==> config.mk <==
export PLATFORM = sky130hd
export DESIGN_NAME = rcst_ctrl
export DESIGN_NICKNAME = d
export VERILOG_FILES = /design/src/rtl/rcst_pkg.sv /design/src/rtl/rcst_ctrl.sv
export SDC_FILE = /design/constraint.sdc
export NUM_CORES = 1
export LEC_CHECK = 0
export ABC_AREA = 1
export BUFFER_PORTS_ARGS = -buffer_cell sky130_fd_sc_hd__buf_2
export CORE_MARGIN = 3
export CORE_UTILIZATION = 48
export DETAILED_ROUTE_END_ITERATION = 10
export GPL_TIMING_DRIVEN = 1
export PLACE_DENSITY = 0.77
export SYNTH_ARGS = -nofsm -noshare
export SYNTH_HDL_FRONTEND = slang
export SYNTH_SLANG_ARGS = --single-unit
==> constraint.sdc <==
create_clock -name clk -period 1.63 [get_ports clk]
set_input_delay 0.0815 -clock clk [delete_from_list [all_inputs] [get_ports clk]]
set_output_delay 0.0815 -clock clk [all_outputs]
set_load 0.05 [all_outputs]
==> src/rtl/rcst_pkg.sv <==
// Shared types and constants of the reference-counted sorted table.
// Holds the entry layout, operation and status codes and the
// controller/datapath command and status structs. No dependencies.
package rcst_pkg;

    // Table geometry
    localparam int CAPACITY = 256;
    localparam int IDX_W    = $clog2(CAPACITY);
    localparam int CNT_W    = $clog2(CAPACITY + 1);

    // Field widths
    localparam int OP_W   = 2;
    localparam int KEY_W  = 16;
    localparam int VAL_W  = 32;
    localparam int ICNT_W = 16;
    localparam int REF_W  = 16;
    localparam int ST_W   = 3;

    typedef enum logic [OP_W-1:0] {
        OP_INSERT = 2'd0,
        OP_REMOVE = 2'd1,
        OP_LOOKUP = 2'd2,
        OP_NONE   = 2'd3
    } op_t;

    typedef enum logic [ST_W-1:0] {
        ST_ADDED  = 3'd0,
        ST_BUMPED = 3'd1,
        ST_FULL   = 3'd2,
        ST_FREED  = 3'd3,
        ST_HELD   = 3'd4,
        ST_ABSENT = 3'd5,
        ST_HIT    = 3'd6,
        ST_MISS   = 3'd7
    } status_t;

    // One table entry as stored in the memory
    typedef struct packed {
        logic [KEY_W-1:0]  key;
        logic [VAL_W-1:0]  value;
        logic [ICNT_W-1:0] count;
        logic [REF_W-1:0]  refs;
    } entry_t;

    // Controller to datapath
    typedef struct packed {
        logic    latch_in;
        logic    search_init;
        logic    search_rd;
        logic    search_cmp;
        logic    shift_init;
        logic    shift_up;
        logic    shift_rd;
        logic    shift_wr;
        logic    write_new;
        logic    write_ref;
        logic    ref_inc;
        logic    used_dec;
        logic    load_out;
        status_t out_status;
    } dp_cmd_t;

    // Datapath to controller
    typedef struct packed {
        op_t  op;
        logic search_done;
        logic hit;
        logic full;
        logic ref_last;
        logic shift_done;
        logic out_free;
    } dp_stat_t;

endpackage

==> src/rtl/rcst_ctrl.sv <==
// Controller of the sorted table: sequences search, update, shift and
// response for one request at a time. Depends on rcst_pkg.
module rcst_ctrl import rcst_pkg::*;
(
    input  logic     clk,
    input  logic     rst_n,
    input  logic     req_valid,
    output logic     req_ready,
    input  dp_stat_t stat,
    output dp_cmd_t  cmd
);

    typedef enum logic [7:0] {
        S_IDLE   = 8'b0000_0001,
        S_RD     = 8'b0000_0010,
        S_CMP    = 8'b0000_0100,
        S_DECIDE = 8'b0000_1000,
        S_SH_RD  = 8'b0001_0000,
        S_SH_WR  = 8'b0010_0000,
        S_FIN    = 8'b0100_0000,
        S_RESP   = 8'b1000_0000
    } state_t;

    state_t  state_reg;
    state_t  state_next;
    status_t code_reg;
    status_t code_next;

    // Next state and commands
    always_comb
    begin
        state_next     = state_reg;
        code_next      = code_reg;
        cmd            = '0;
        cmd.out_status = code_reg;
        req_ready      = 1'b0;
        unique case (state_reg)
            S_IDLE:
            begin
                req_ready = 1'b1;
                if (req_valid)
                begin
                    cmd.latch_in    = 1'b1;
                    cmd.search_init = 1'b1;
                    state_next      = S_RD;
                end
            end
            S_RD:
            begin
                if (stat.search_done)
                begin
                    state_next = S_DECIDE;
                end
                else
                begin
                    cmd.search_rd = 1'b1;
                    state_next    = S_CMP;
                end
            end
            S_CMP:
            begin
                cmd.search_cmp = 1'b1;
                state_next     = S_RD;
            end
            S_DECIDE:
            begin
                state_next = S_RESP;
                case (stat.op)
                    OP_INSERT:
                    begin
                        if (stat.hit)
                        begin
                            cmd.write_ref = 1'b1;
                            cmd.ref_inc   = 1'b1;
                            code_next     = ST_BUMPED;
                        end
                        else if (stat.full)
                        begin
                            code_next = ST_FULL;
                        end
                        else
                        begin
                            cmd.shift_init = 1'b1;
                            cmd.shift_up   = 1'b1;
                            state_next     = S_SH_RD;
                        end
                    end
                    OP_REMOVE:
                    begin
                        if (!stat.hit)
                        begin
                            code_next = ST_ABSENT;
                        end
                        else if (!stat.ref_last)
                        begin
                            cmd.write_ref = 1'b1;
                            code_next     = ST_HELD;
                        end
                        else
                        begin
                            cmd.shift_init = 1'b1;
                            state_next     = S_SH_RD;
                        end
                    end
                    OP_LOOKUP:
                    begin
                        code_next = stat.hit ? ST_HIT : ST_MISS;
                    end
                    default:
                    begin
                        code_next = ST_MISS;
                    end
                endcase
            end
            S_SH_RD:
            begin
                if (stat.shift_done)
                begin
                    state_next = S_FIN;
                end
                else
                begin
                    cmd.shift_rd = 1'b1;
                    state_next   = S_SH_WR;
                end
            end
            S_SH_WR:
            begin
                cmd.shift_wr = 1'b1;
                state_next   = S_SH_RD;
            end
            S_FIN:
            begin
                // Insert drops the new entry into the opened slot
                if (stat.op == OP_INSERT)
                begin
                    cmd.write_new = 1'b1;
                    code_next     = ST_ADDED;
                end
                else
                begin
                    cmd.used_dec = 1'b1;
                    code_next    = ST_FREED;
                end
                state_next = S_RESP;
            end
            S_RESP:
            begin
                if (stat.out_free)
                begin
                    cmd.load_out = 1'b1;
                    state_next   = S_IDLE;
                end
            end
            default:
            begin
                state_next = S_IDLE;
            end
        endcase
    end

    always_ff @(posedge clk or negedge rst_n)
    begin
        if (!rst_n)
        begin
            state_reg <= S_IDLE;
            code_reg  <= ST_MISS;
        end
        else
        begin
            state_reg <= state_next;
            code_reg  <= code_next;
        end
    end

    // Checks
    a_resp_waits: assert property (@(posedge clk) disable iff (!rst_n)
        (state_reg == S_RESP && !stat.out_free) |=> state_reg == S_RESP)
        else $error("response dropped while output register busy");

    a_no_add_when_full: assert property (@(posedge clk) disable iff (!rst_n)
        cmd.write_new |-> !stat.full)
        else $error("new entry written into a full table");

    a_lookup_no_shift: assert property (@(posedge clk) disable iff (!rst_n)
        (state_reg == S_DECIDE && stat.op == OP_LOOKUP) |=> state_reg == S_RESP)
        else $error("lookup went past the decide step");

endmodule
==> reports/results.tsv <==
metric	value	unit
Critical Path End Type	output port	
overall routing resource usage	21.2	%
port buffer count	27	
row count	14	
H-tree depth	1	
TritonCTS clock tree	yes	
sequential-to-total area share from yosys stat	35.2	%
Critical Path Start Type	flop	
relative slew slack	82.4	%
initial antenna violation count	0	
warning count from the yosys run	0	
Max rail drop VDD	0.617	mV
crit share post-route	96.8	%
CP top delay family	flip-flops	
largest net degree at the start of global routing	12	
total number of vias	841	
GP Congestion	0.806	
HP Class	input port to flop	
nets	165	
max_cap viols	0	
Clock transition at path regs	0.07	ns
chip width	46.7	um
CP required	1.55	ns
R2R cell count	10	
chip height	46.7	um
Worst path depth	8	
die footprint	2180	um2
post-synth cell types	19	
Worst Skew	0.000725	ns
post-synthesis register bit count	11	
Max stage delay cell, worst path	dfrtp_1	
Netlist Area Pre-Place	796	um2
syn avg cell area	6.74	um2
setup TNS	0	ns
Arrival @ worst endpoint	1.50	ns
Slew @ Worst Pin	0.266	ns
wire per inst	11.7	um
P&R area growth vs syn	39.9	%
Starting Density	51.6	%
FF-to-FF End	code_reg[0]	
worst-path fanout max	4	
unrepaired setup endpoints after global routing	yes	
drt pass-1 iters	4	
Setup crit end	cmd[6]	
Leak Pwr	0.000656	uW
final hold vios	0	
Setup CP Type	flop to output port	
overall power	1490	uW
WP buf/inv	3	
Critical R2R Launch	state_reg[0]	
Root Buffer Master	clkbuf_4	
area leader, netlist	dfrtp_1	
most common cell after layout, fill and taps aside	nand2_1	
layout cell share with drive strength beyond 1	45.8	%
pre-CTS WS	0.224	ns
first-pass GRT wire length	3.20	mm
worst reg-to-reg setup slack	0.32	ns
vias in the first global route	805	
Mapped Nets	129	
final wirelength	1.98	mm
Hold Crit Depth	4	
DR DRC count	0	
max FFs per register	8	
slowest stage delay, CP	0.43	ns
power per cell area	1340	nW/um2
Post-DP HPWL	1.56	mm
Post-Syn Instances	118	
Final setup viols	0	
worst setup path startpoint	state_reg[7]	
status	completed	
worst skew pair latency	0.26	ns
DRT iter0 DRCs	7	
number of top-level pins	28	
detailed-route vias per instance	4.98	
Cell Chain, Critical Path	nor2_4, nand2_2, inv_4, nand2_4, clkinv_4, nand3_4, a21oi_2, buf_6	
Core Region	1540	um2
final worst slack	0.0521	ns
CTS buffer count	3	
Yosys top cell area share	22.0	%
Antenna diodes	0	
post-layout min period	1.58	ns
grt total ovfl	0	
clock sinks	11	
max-slew violations	0	
Max Fclk	634	MHz
Final ANT Viol Nets	0	
CTS Buffer Depth	2	
main area contributors after synthesis	dfrtp_1, dfstp_2, nand2_1, nor2_1, inv_1	
commonest cells after routing, fill and taps aside	nand2_1, inv_1, buf_2	
==> report_power, final <==
group          switching [uW]  total (uW)  internal [uW]
Clock                    89.1         184           94.6
Sequential               59.8         435            375
Combinational             619         872            254
Total                     767        1490            724
==> metal layers <==
layer	track usage, %	vias to the layer above	share of wire, %
li1	-	429	-
met1	22.5	385	39
met2	40.9	25	56
met3	3.52	2	4.1
met4	8.29	0	0.76
met5	0	-	0
==> timing repair <==
item                       4_1_cts  5_1_grt
setup endpoints to repair        5       10
pin swaps                        1        8
hold endpoints to repair        13        0
resized for setup                7       19
hold buffers                     3        0
setup buffers                    0        3
==> cell usage after synthesis <==
cell      instances
a21oi_1           3
buf_4             2
clkinv_4          1
dfrtp_1           7
dfstp_2           4
inv_1            19
inv_2             4
inv_4             1
nand2_1          27
nand2_2           3
nand2_4           5
nand3_1           6
nand4_1           3
nor2_1           21
nor2_2            4
nor2_4            1
nor4_1            1
o21ai_0           4
o21ai_2           2
==> cell type report <==
cell class	count	area, um2
clock buffer	4	26.3
fill	153	428
inverter	25	104
multi-input combinational	80	462
sequential	11	280
tap	16	20.0
timing repair buffer	33	221
==> metrics by stage <==
stage          cell area [um2]  util [%]  std cells  hold WS, ns
2_1_floorplan              816         -        118       -0.214
3_3_place_gp               956      62.0        159      -0.0429
3_5_place_dp               956      62.0        159      -0.0339
4_1_cts                   1030      67.0        166        0.158
5_1_grt                   1110      72.2        169        0.171
6_report                  1110      72.2        169        0.155
==> logic make-up after synthesis <==
family	count (synthesis)	share of synthesized area (%)
buffers and inverters	27	14.6
and+or+nand+nor	71	43.6
AOI/OAI and AO/OA	9	6.60
DFF	11	35.2
==> how the worst min path moves through the flow <==
stage,from,slack (ns),endpoint
2_1_floorplan,rst_n,-0.21,state_reg[1]
3_3_place_gp,rst_n,-0.04,state_reg[1]
5_1_grt,req_valid,0.17,state_reg[0]
6_report,req_valid,0.16,state_reg[0]
3_5_place_dp,rst_n,-0.03,state_reg[4]
4_1_cts,req_valid,0.16,state_reg[0]
==> worst register-to-register path: cells and delay by family, from the launching register on <==
kind,cells,cell delay (ns)
flops,1,0.56
buf+inv,3,0.21
simple gates,7,0.46
Power figures use the tool's default switching activity.
